<file path="config.mk">
export PLATFORM = sky130hd
export DESIGN_NAME = masked_byte_pattern_scan
export DESIGN_NICKNAME = d
export VERILOG_FILES = /design/src/sv/mbps_pkg.sv /design/src/sv/mbps_front.sv /design/src/sv/mbps_queue.sv /design/src/sv/mbps_back.sv /design/src/sv/masked_byte_pattern_scan.sv
export VERILOG_INCLUDE_DIRS = /design/src /design/src/sv
export SDC_FILE = /design/constraint.sdc
export NUM_CORES = 2
export LEC_CHECK = 0
export BUFFER_PORTS_ARGS = -buffer_cell sky130_fd_sc_hd__buf_2
export CORE_ASPECT_RATIO = 0.5
export CORE_MARGIN = 2
export CORE_UTILIZATION = 30
export CTS_BUF_LIST = sky130_fd_sc_hd__clkbuf_8
export DETAILED_ROUTE_END_ITERATION = 8
export PLACE_DENSITY = 0.44
export SLEW_MARGIN = 10
export SYNTH_ARGS = -nofsm -noshare
export SYNTH_HDL_FRONTEND = slang
export SYNTH_SLANG_ARGS = --single-unit
</file>
<file path="constraint.sdc">
create_clock -name clk -period 20.5 [get_ports clk]
set_input_delay 4.1 -clock clk [delete_from_list [all_inputs] [get_ports clk]]
set_output_delay 4.1 -clock clk [all_outputs]
set_load 0.05 [all_outputs]
</file>
<file path="src/sv/masked_byte_pattern_scan_assert.svh">
// Assertion macros shared by the scanner's RTL files.
// Each macro expects signals named clk and rst in the including scope.
`ifndef MASKED_BYTE_PATTERN_SCAN_ASSERT_SVH
`define MASKED_BYTE_PATTERN_SCAN_ASSERT_SVH

// Same-cycle implication, checked outside of reset.
`define MBPS_ASSERT_IMP(lbl, ante, cons) \
  lbl: assert property (@(posedge clk) disable iff (rst) (ante) |-> (cons)) \
    else $error("mbps: assertion failed");

// Next-cycle implication, checked outside of reset.
`define MBPS_ASSERT_NXT(lbl, ante, cons) \
  lbl: assert property (@(posedge clk) disable iff (rst) (ante) |=> (cons)) \
    else $error("mbps: assertion failed");

`endif

</file>
<file path="src/sv/mbps_pkg.sv">
// Shared types and constants of the masked byte pattern scanner.
// Used by the front end, the result queue, the output stage and the top level.
package mbps_pkg;

  // Parameter defaults of the top level.
  localparam int PATTERN_MAX_DEF = 32;
  localparam int OFFSET_BITS_DEF = 32;

  // Fixed register and field geometry.
  localparam int PAT_REG_BYTES = 32;
  localparam int LEN_W         = 6;
  localparam int CFG_INDEX_W   = 3;
  localparam int CFG_DATA_W    = 64;
  localparam int MASK_W        = 32;
  localparam int OUT_OFFSET_W  = 32;

  // Entries in the queue between the front end and the output stage.
  localparam int QUEUE_DEPTH = 2;

  // Configuration register indexes.
  typedef enum logic [CFG_INDEX_W-1:0] {
    REG_PATTERN_LENGTH     = 3'd0,
    REG_PATTERN_BYTES_LOW  = 3'd1,
    REG_PATTERN_BYTES_MLOW = 3'd2,
    REG_PATTERN_BYTES_MHIGH = 3'd3,
    REG_PATTERN_BYTES_HIGH = 3'd4,
    REG_WILDCARD_MASK      = 3'd5
  } cfg_reg_t;

  // One scan result.
  typedef struct packed {
    logic                    found;
    logic [OUT_OFFSET_W-1:0] offset;
  } result_t;

  // Queue fill status seen by its two neighbors.
  typedef struct packed {
    logic full;
    logic empty;
  } q_status_t;

endpackage

</file>
<file path="src/sv/mbps_front.sv">
// Front end of the scanner: configuration registers, byte window and matcher.
// Depends on mbps_pkg and the assertion macro header.
`include "masked_byte_pattern_scan_assert.svh"

module mbps_front import mbps_pkg::*; #(
  parameter int PATTERN_MAX = PATTERN_MAX_DEF,
  parameter int OFFSET_BITS = OFFSET_BITS_DEF
) (
  input  logic                   clk,
  input  logic                   rst,
  // Byte stream
  input  logic                   s_tvalid,
  output logic                   s_tready,
  input  logic [7:0]             s_tdata,   // data_byte
  input  logic                   s_tlast,   // end_of_region
  // Configuration writes
  input  logic                   cfg_valid,
  output logic                   cfg_ready,
  input  logic [CFG_INDEX_W-1:0] cfg_index,
  input  logic [CFG_DATA_W-1:0]  cfg_data,
  // Result queue write side
  input  q_status_t              q_status,
  output logic                   push,
  output result_t                push_item
);

  localparam int LIM   = (PATTERN_MAX < PAT_REG_BYTES) ? PATTERN_MAX : PAT_REG_BYTES;
  localparam int IDX_W = (PATTERN_MAX > 1) ? $clog2(PATTERN_MAX) : 1;
  localparam int FILL_W = $clog2(PATTERN_MAX + 1);
  localparam int CMP_W = (FILL_W > LEN_W) ? FILL_W : LEN_W;

  // Configuration state.
  logic [LEN_W-1:0]           pattern_length;
  logic [CFG_DATA_W-1:0]      pattern_words [4];
  logic [MASK_W-1:0]          wildcard_mask;

  // Region state.
  logic [7:0]                 window [PATTERN_MAX];
  logic [7:0]                 win_next [PATTERN_MAX];
  logic [OFFSET_BITS-1:0]     byte_position;
  logic                       already_matched;
  logic [FILL_W-1:0]          window_fill;
  logic [FILL_W-1:0]          fill_next;

  logic                       accept;
  logic [LEN_W-1:0]           len;
  logic [8*PAT_REG_BYTES-1:0] pattern_flat;
  logic [LEN_W-1:0]           idx [LIM];
  logic [LIM-1:0]             pos_ok;
  logic                       hit;
  logic [OFFSET_BITS-1:0]     start;

  assign cfg_ready = 1'b1;
  assign s_tready  = !q_status.full;
  assign accept    = s_tvalid && s_tready;

  // Register writes; indexes beyond the list are dropped.
  always_ff @(posedge clk) begin
    if (rst) begin
      pattern_length <= LEN_W'(1);
      for (int k = 0; k < 4; k++) begin
        pattern_words[k] <= '0;
      end
      wildcard_mask <= '0;
    end else if (cfg_valid && cfg_ready) begin
      unique case (cfg_reg_t'(cfg_index))
        REG_PATTERN_LENGTH:      pattern_length   <= cfg_data[LEN_W-1:0];
        REG_PATTERN_BYTES_LOW:   pattern_words[0] <= cfg_data;
        REG_PATTERN_BYTES_MLOW:  pattern_words[1] <= cfg_data;
        REG_PATTERN_BYTES_MHIGH: pattern_words[2] <= cfg_data;
        REG_PATTERN_BYTES_HIGH:  pattern_words[3] <= cfg_data;
        REG_WILDCARD_MASK:       wildcard_mask    <= cfg_data[MASK_W-1:0];
        default: ;
      endcase
    end
  end

  // Active length: zero counts as one, large values are clamped.
  always_comb begin
    if (pattern_length == '0) begin
      len = LEN_W'(1);
    end else if (pattern_length > LEN_W'(LIM)) begin
      len = LEN_W'(LIM);
    end else begin
      len = pattern_length;
    end
  end

  assign pattern_flat = {pattern_words[3], pattern_words[2], pattern_words[1],
                         pattern_words[0]};

  // Window after the incoming byte is shifted in; entry 0 is the newest.
  always_comb begin
    win_next[0] = s_tdata;
    for (int j = 1; j < PATTERN_MAX; j++) begin
      win_next[j] = window[j-1];
    end
  end

  assign fill_next = (window_fill == FILL_W'(PATTERN_MAX)) ? window_fill
                                                          : window_fill + FILL_W'(1);

  // Pattern position i lines up with the byte that is len-1-i entries old.
  always_comb begin
    for (int i = 0; i < LIM; i++) begin
      idx[i]    = len - LEN_W'(1) - LEN_W'(i);
      pos_ok[i] = 1'b1;
      if (LEN_W'(i) < len && !wildcard_mask[i]) begin
        pos_ok[i] = (pattern_flat[8*i +: 8] == win_next[idx[i][IDX_W-1:0]]);
      end
    end
  end

  assign hit   = (CMP_W'(fill_next) >= CMP_W'(len)) && (&pos_ok);
  assign start = byte_position - OFFSET_BITS'(len - LEN_W'(1));

  // Result toward the queue.
  always_comb begin
    push             = 1'b0;
    push_item.found  = 1'b0;
    push_item.offset = '0;
    if (accept && !already_matched) begin
      if (hit) begin
        push             = 1'b1;
        push_item.found  = 1'b1;
        push_item.offset = OUT_OFFSET_W'(start);
      end else if (s_tlast) begin
        push = 1'b1;
      end
    end
  end

  // Region bookkeeping; the end of a region returns it to its reset state.
  always_ff @(posedge clk) begin
    if (rst) begin
      byte_position   <= '0;
      already_matched <= 1'b0;
      window_fill     <= '0;
    end else if (accept) begin
      if (s_tlast) begin
        byte_position   <= '0;
        already_matched <= 1'b0;
        window_fill     <= '0;
      end else begin
        byte_position <= byte_position + OFFSET_BITS'(1);
        if (!already_matched) begin
          window_fill <= fill_next;
          if (hit) begin
            already_matched <= 1'b1;
          end
        end
      end
    end
  end

  // Window bytes older than the fill count are never compared.
  always_ff @(posedge clk) begin
    if (accept && !already_matched) begin
      for (int j = 0; j < PATTERN_MAX; j++) begin
        window[j] <= win_next[j];
      end
    end
  end

  // Checks on the region logic.
  `MBPS_ASSERT_IMP(a_no_result_after_match, accept && already_matched, !push)
  `MBPS_ASSERT_NXT(a_region_restart, accept && s_tlast,
                   byte_position == '0 && window_fill == '0 && !already_matched)
  `MBPS_ASSERT_IMP(a_found_needs_fill, push && push_item.found,
                   CMP_W'(fill_next) >= CMP_W'(len))

endmodule

</file>
<file path="src/sv/mbps_queue.sv">
// Short result queue between the scanner front end and its output stage.
// Depends on mbps_pkg and the assertion macro header.
`include "masked_byte_pattern_scan_assert.svh"

module mbps_queue import mbps_pkg::*; (
  input  logic      clk,
  input  logic      rst,
  input  logic      push,
  input  result_t   push_item,
  input  logic      pop,
  output result_t   pop_item,
  output q_status_t q_status
);

  localparam int PTR_W = (QUEUE_DEPTH > 1) ? $clog2(QUEUE_DEPTH) : 1;
  localparam int CNT_W = $clog2(QUEUE_DEPTH + 1);

  result_t          entries [QUEUE_DEPTH];
  logic [PTR_W-1:0] wr_ptr;
  logic [PTR_W-1:0] rd_ptr;
  logic [CNT_W-1:0] count;

  assign q_status.full  = (count == CNT_W'(QUEUE_DEPTH));
  assign q_status.empty = (count == '0);
  assign pop_item       = entries[rd_ptr];

  // Pointers and occupancy.
  always_ff @(posedge clk) begin
    if (rst) begin
      wr_ptr <= '0;
      rd_ptr <= '0;
      count  <= '0;
    end else begin
      if (push) begin
        wr_ptr <= (wr_ptr == PTR_W'(QUEUE_DEPTH - 1)) ? '0 : wr_ptr + PTR_W'(1);
      end
      if (pop) begin
        rd_ptr <= (rd_ptr == PTR_W'(QUEUE_DEPTH - 1)) ? '0 : rd_ptr + PTR_W'(1);
      end
      if (push && !pop) begin
        count <= count + CNT_W'(1);
      end else if (pop && !push) begin
        count <= count - CNT_W'(1);
      end
    end
  end

  // Entry storage.
  always_ff @(posedge clk) begin
    if (push) begin
      entries[wr_ptr] <= push_item;
    end
  end

  // Occupancy checks.
  `MBPS_ASSERT_IMP(a_no_push_when_full, push, !q_status.full)
  `MBPS_ASSERT_IMP(a_no_pop_when_empty, pop, !q_status.empty)
  `MBPS_ASSERT_IMP(a_count_bounded, 1'b1, count <= CNT_W'(QUEUE_DEPTH))

endmodule

</file>
<file path="src/sv/mbps_back.sv">
// Output stage of the scanner: drains the result queue into the result stream.
// Depends on mbps_pkg.
module mbps_back import mbps_pkg::*; (
  input  logic                    clk,
  input  logic                    rst,
  input  q_status_t               q_status,
  input  result_t                 pop_item,
  output logic                    pop,
  output logic                    m_tvalid,
  input  logic                    m_tready,
  output logic [OUT_OFFSET_W-1:0] m_tdata,  // match_offset
  output logic                    m_tuser   // found
);

  result_t out_item;

  // Load a new result when the output register is empty or being taken.
  assign pop = !q_status.empty && (!m_tvalid || m_tready);

  always_ff @(posedge clk) begin
    if (rst) begin
      m_tvalid <= 1'b0;
    end else if (pop) begin
      m_tvalid <= 1'b1;
    end else if (m_tready) begin
      m_tvalid <= 1'b0;
    end
  end

  always_ff @(posedge clk) begin
    if (pop) begin
      out_item <= pop_item;
    end
  end

  assign m_tdata = out_item.offset;
  assign m_tuser = out_item.found;

endmodule

</file>
<file path="src/sv/masked_byte_pattern_scan.sv">
// Masked byte pattern scanner. Region bytes stream in one per transfer, s_tlast
// marking the last byte of a region. Each accepted byte is shifted into a window
// and compared in parallel against the pattern, wildcard positions matching any
// byte, so one byte is taken every clock cycle; s_tready drops only while the
// two-entry result queue in front of the output register is full. The first
// match of a region yields one transfer with m_tuser = 1 and the start offset in
// m_tdata, by way of the result queue and the output register; the rest of the
// region is consumed silently. A region with no match yields m_tuser = 0 and
// offset 0 on its last byte. The user is to write registers through cfg_* (always
// ready) between regions; the block does not enforce it. No clearing pass runs
// after reset. Depends on mbps_pkg, mbps_front, mbps_queue and mbps_back.
module masked_byte_pattern_scan import mbps_pkg::*; #(
  parameter int PATTERN_MAX = PATTERN_MAX_DEF,
  parameter int OFFSET_BITS = OFFSET_BITS_DEF
) (
  input  logic                    clk,
  input  logic                    rst,
  input  logic                    s_tvalid,
  output logic                    s_tready,
  input  logic [7:0]              s_tdata,   // data_byte
  input  logic                    s_tlast,   // end_of_region
  output logic                    m_tvalid,
  input  logic                    m_tready,
  output logic [OUT_OFFSET_W-1:0] m_tdata,   // match_offset
  output logic                    m_tuser,   // found
  input  logic                    cfg_valid,
  output logic                    cfg_ready,
  input  logic [CFG_INDEX_W-1:0]  cfg_index,
  input  logic [CFG_DATA_W-1:0]   cfg_data
);

  q_status_t q_status;
  logic      push;
  result_t   push_item;
  logic      pop;
  result_t   pop_item;

  // Window, matcher and configuration.
  mbps_front #(
    .PATTERN_MAX (PATTERN_MAX),
    .OFFSET_BITS (OFFSET_BITS)
  ) u_front (
    .clk       (clk),
    .rst       (rst),
    .s_tvalid  (s_tvalid),
    .s_tready  (s_tready),
    .s_tdata   (s_tdata),
    .s_tlast   (s_tlast),
    .cfg_valid (cfg_valid),
    .cfg_ready (cfg_ready),
    .cfg_index (cfg_index),
    .cfg_data  (cfg_data),
    .q_status  (q_status),
    .push      (push),
    .push_item (push_item)
  );

  // Result queue.
  mbps_queue u_queue (
    .clk       (clk),
    .rst       (rst),
    .push      (push),
    .push_item (push_item),
    .pop       (pop),
    .pop_item  (pop_item),
    .q_status  (q_status)
  );

  // Output register.
  mbps_back u_back (
    .clk      (clk),
    .rst      (rst),
    .q_status (q_status),
    .pop_item (pop_item),
    .pop      (pop),
    .m_tvalid (m_tvalid),
    .m_tready (m_tready),
    .m_tdata  (m_tdata),
    .m_tuser  (m_tuser)
  );

endmodule

</file>
==> results.sh <==
export IMPL_cts_setup_buffers=0
export IMPL_power_density_nw_per_um2=100
export IMPL_wl_per_cell_um=33.1
export IMPL_cts_path_max_buffers=3
export IMPL_cts_root_buf="clkbuf_8"
export IMPL_grt_pass1_vias=39900
export IMPL_p_switching_w=0.00236
export IMPL_vias=42600
export IMPL_finalMaxSlewViolations=0
export IMPL_dp_hpwl_um=171000
export IMPL_finalHoldViolCount=0
export IMPL_cap_violations=0
export IMPL_p_total_w=0.00557
export IMPL_fin_area_um2=55600
export IMPL_rsz0062_at_grt="false"
export IMPL_dr_pass1_iters=6
export IMPL_drive_gt1_share_pct=16.2
export IMPL_grt_pass1_wl_um=322000
export IMPL_max_vdd_ir_drop_mv=0.0524
export IMPL_ios=117
export IMPL_area_growth_pct=11.2
export IMPL_fin_tns_setup_ns=0
export IMPL_gp_congestion=0.971
export IMPL_htreeDepth=3
export IMPL_p_clk_share_pct=23.9
export IMPL_synth_area_per_cell_um2=10.6
export IMPL_postSynthCellCount=4701
export IMPL_grt_antenna_before_repair=31
export IMPL_post_cts_resized=0
export IMPL_clkLatencyLatePin_ns=0.87
export IMPL_intPower_w=0.00321
export IMPL_setup_violations=0
export IMPL_fin_skew_ns=0.102
export IMPL_max_slew_margin_pct=4.61
export IMPL_ys_seq_elements=685
export IMPL_port_buffers=115
export IMPL_start_kind="flip-flop"
export IMPL_die_w_um=581
export IMPL_clk_pin_slew_ns=0.07
export IMPL_max_freq_ghz=0.0956
export IMPL_cp_max_fo=61
export IMPL_pre_cts_ws_ns=10.23
export IMPL_status="finished clean"
export IMPL_ys_types=101
export IMPL_leakagePower_nw=20.4
export IMPL_die_area_um2=170000
export IMPL_dr_first_iter_drc_count=5776
export IMPL_netlist_area_um2=50000
export IMPL_netlist_top_cell_by_area="edfxtp_1"
export IMPL_critical_path_arrival_ns=10.86
export IMPL_rows=105
export IMPL_grt_usage_pct=26.6
export IMPL_worst_setup_path_end_kind="flip-flop"
export IMPL_numCtsBuffers=116
export IMPL_cts_sinks=685
export IMPL_core_um2=165000
export IMPL_cts_tree="built"
export IMPL_seqPwrFrac_pct=36.7
export IMPL_nets=4858
export IMPL_setup_ws_ns=10.04
export IMPL_grt_max_degree=124
export IMPL_initial_core_util_pct=30.4
export IMPL_yosys_top_cells_area="edfxtp_1 (36%), mux2i_1 (12%), mux4_2 (6.8%)"
export IMPL_synth_most_common_cell="edfxtp_1"
export IMPL_critPathRequiredTime_ns=20.90
export IMPL_placed_area_um2=53200
export IMPL_worst_hold_path_type="reg2reg"
export IMPL_synthesis_nets=4833
export IMPL_ys_flop_type="edfxtp_1"
export IMPL_die_h_um=293
export IMPL_yosysSeqAreaShare_pct=39.5
export IMPL_path_class="reg2reg"
export IMPL_n_fill_cell=16600
export IMPL_tightest_slew_ns=1.43
export IMPL_post_route_min_period_ns=10.46
export IMPL_yosysWarnings=0
export IMPL_sw_frac_of_total_pct=42.4
export IMPL_synth_edff_count=603
export IMPL_wirelength_um=233000
export IMPL_vias_per_cell=6.06
export IMPL_drc=0
export IMPL_postCtsHoldBufs=0
export IMPL_synthArstFlopShare_pct=0
export IMPL_post_route_period_util_pct=51.0
export IMPL_grt_overflow=0
export IMPL_pwr_share_comb_pct=39.4
export IMPL_synth_common_cells="edfxtp_1 (603), mux2i_1 (581), nor2_1 (297)"
export IMPL_yosys_area_top_type_share_pct=36.2
export IMPL_antenna_left=0
-- cell families after synthesis --
logic type | after synthesis | synth area share [%]
buffers and inverters | 408 | 3.60
AO/OA/AOI/OAI | 831 | 12.2
multiplexers | 832 | 20.7
flip-flops | 685 | 39.5
AND/OR/NAND/NOR | 1457 | 15.0
XOR/XNOR | 433 | 7.63
adder cells (fa/ha/maj) | 54 | 1.35
other | 1 | 0.00750
-- layer usage --
| layer | up-vias | wire length [um] | global-route usage (%) |
|---|---|---|---|
| met2 | 2304 | 94700 | 37.6 |
| li1 | 18100 | - | - |
| met5 | - | 106 | 0 |
| met3 | 371 | 27100 | 8.81 |
| met4 | 16 | 8540 | 8.77 |
| met1 | 21800 | 102000 | 37.6 |
-- metrics by stage --
step | hold WS, ns | util (%) | std cells
5_1_grt | 0.478 | 33.7 | 7021
4_1_cts | 0.460 | 33.7 | 7014
6_report | 0.462 | 33.8 | 7028
3_5_place_dp | 0.450 | 32.3 | 6797
3_3_place_gp | 0.440 | 32.3 | 6794
2_1_floorplan | 0.432 | - | 4701
-- sequential cells by signal, indices dropped and copies added (netlist names), 2 cells and up --
name	flops
u_back.m_tdata	32
u_front.byte_position	32
u_front.pattern_length	6
u_front.pattern_words	256
u_front.wildcard_mask	32
u_front.window	248
u_front.window_fill	6
u_queue.count	2
u_queue.entries	66
-- final timing paths --
kind	from	end	slack [ns]	cells past startpoint
worst max-delay path	u_front.pattern_length[1]	u_queue.entries[1][2]	10.04	22
worst min-delay path	u_front.wildcard_mask[25]	u_front.wildcard_mask[25]	0.46	2
worst max register to register	u_front.pattern_length[1]	u_queue.entries[1][2]	10.04	22
worst min register to register	u_front.wildcard_mask[25]	u_front.wildcard_mask[25]	0.46	2
-- power by group through the flow --
stage | Sequential, W | Combinational, W | Clock, W
4_1_cts | 0.00203 | 0.00214 | 0.00136
6_report | 0.00204 | 0.00220 | 0.00133
2_1_floorplan | 0.00209 | 0.00125 | 0
3_3_place_gp | 0.00205 | 0.00212 | 0
3_5_place_dp | 0.00205 | 0.00213 | 0
5_1_grt | 0.00206 | 0.00229 | 0.00142
-- cells in the final DEF (no fill, tap or decap), types with 135 or more instances in the layout --
cell / instances
a21oi_1: 154
nor3_1: 274
buf_4: 135
and2_1: 273
nor2_1: 291
xor2_1: 204
mux2i_1: 580
mux4_2: 152
nand2_1: 221
xnor2_1: 223
edfxtp_1: 603
-- worst max-delay path, stage by stage, from the launching register on --
cell	delay (ns)
dfxtp_4	0.78
nor4_4	0.13
o21ai_4	0.64
inv_6	0.41
ha_4	0.73
buf_4	0.63
clkinv_1	0.14
buf_4	0.35
ha_1	0.37
nor4bb_1	0.14
a32o_1	0.26
a211oi_4	0.23
buf_4	0.60
mux4_2	0.64
xnor2_1	0.16
nor3_1	0.18
a41oi_1	0.17
nor3_1	0.67
nor3_1	0.10
or4_1	0.66
or4_1	0.57
o21a_1	0.31
nor2b_4	0.86
-- area by class of cell --
type | instances | area [um2] | share of cell area (%)
repair buffers | 257 | 1680 | 3.02
clock buffers | 119 | 1640 | 2.95
diodes | 10 | 25.0 | 0.0450
well taps | 2193 | 2740 | 4.93
flip-flops and latches | 685 | 19800 | 35.5
inverters | 58 | 223 | 0.400
multi-input cells | 3608 | 28800 | 51.8
clock inverters | 98 | 722 | 1.30
Note: power is estimated with default switching activity, not from simulation.
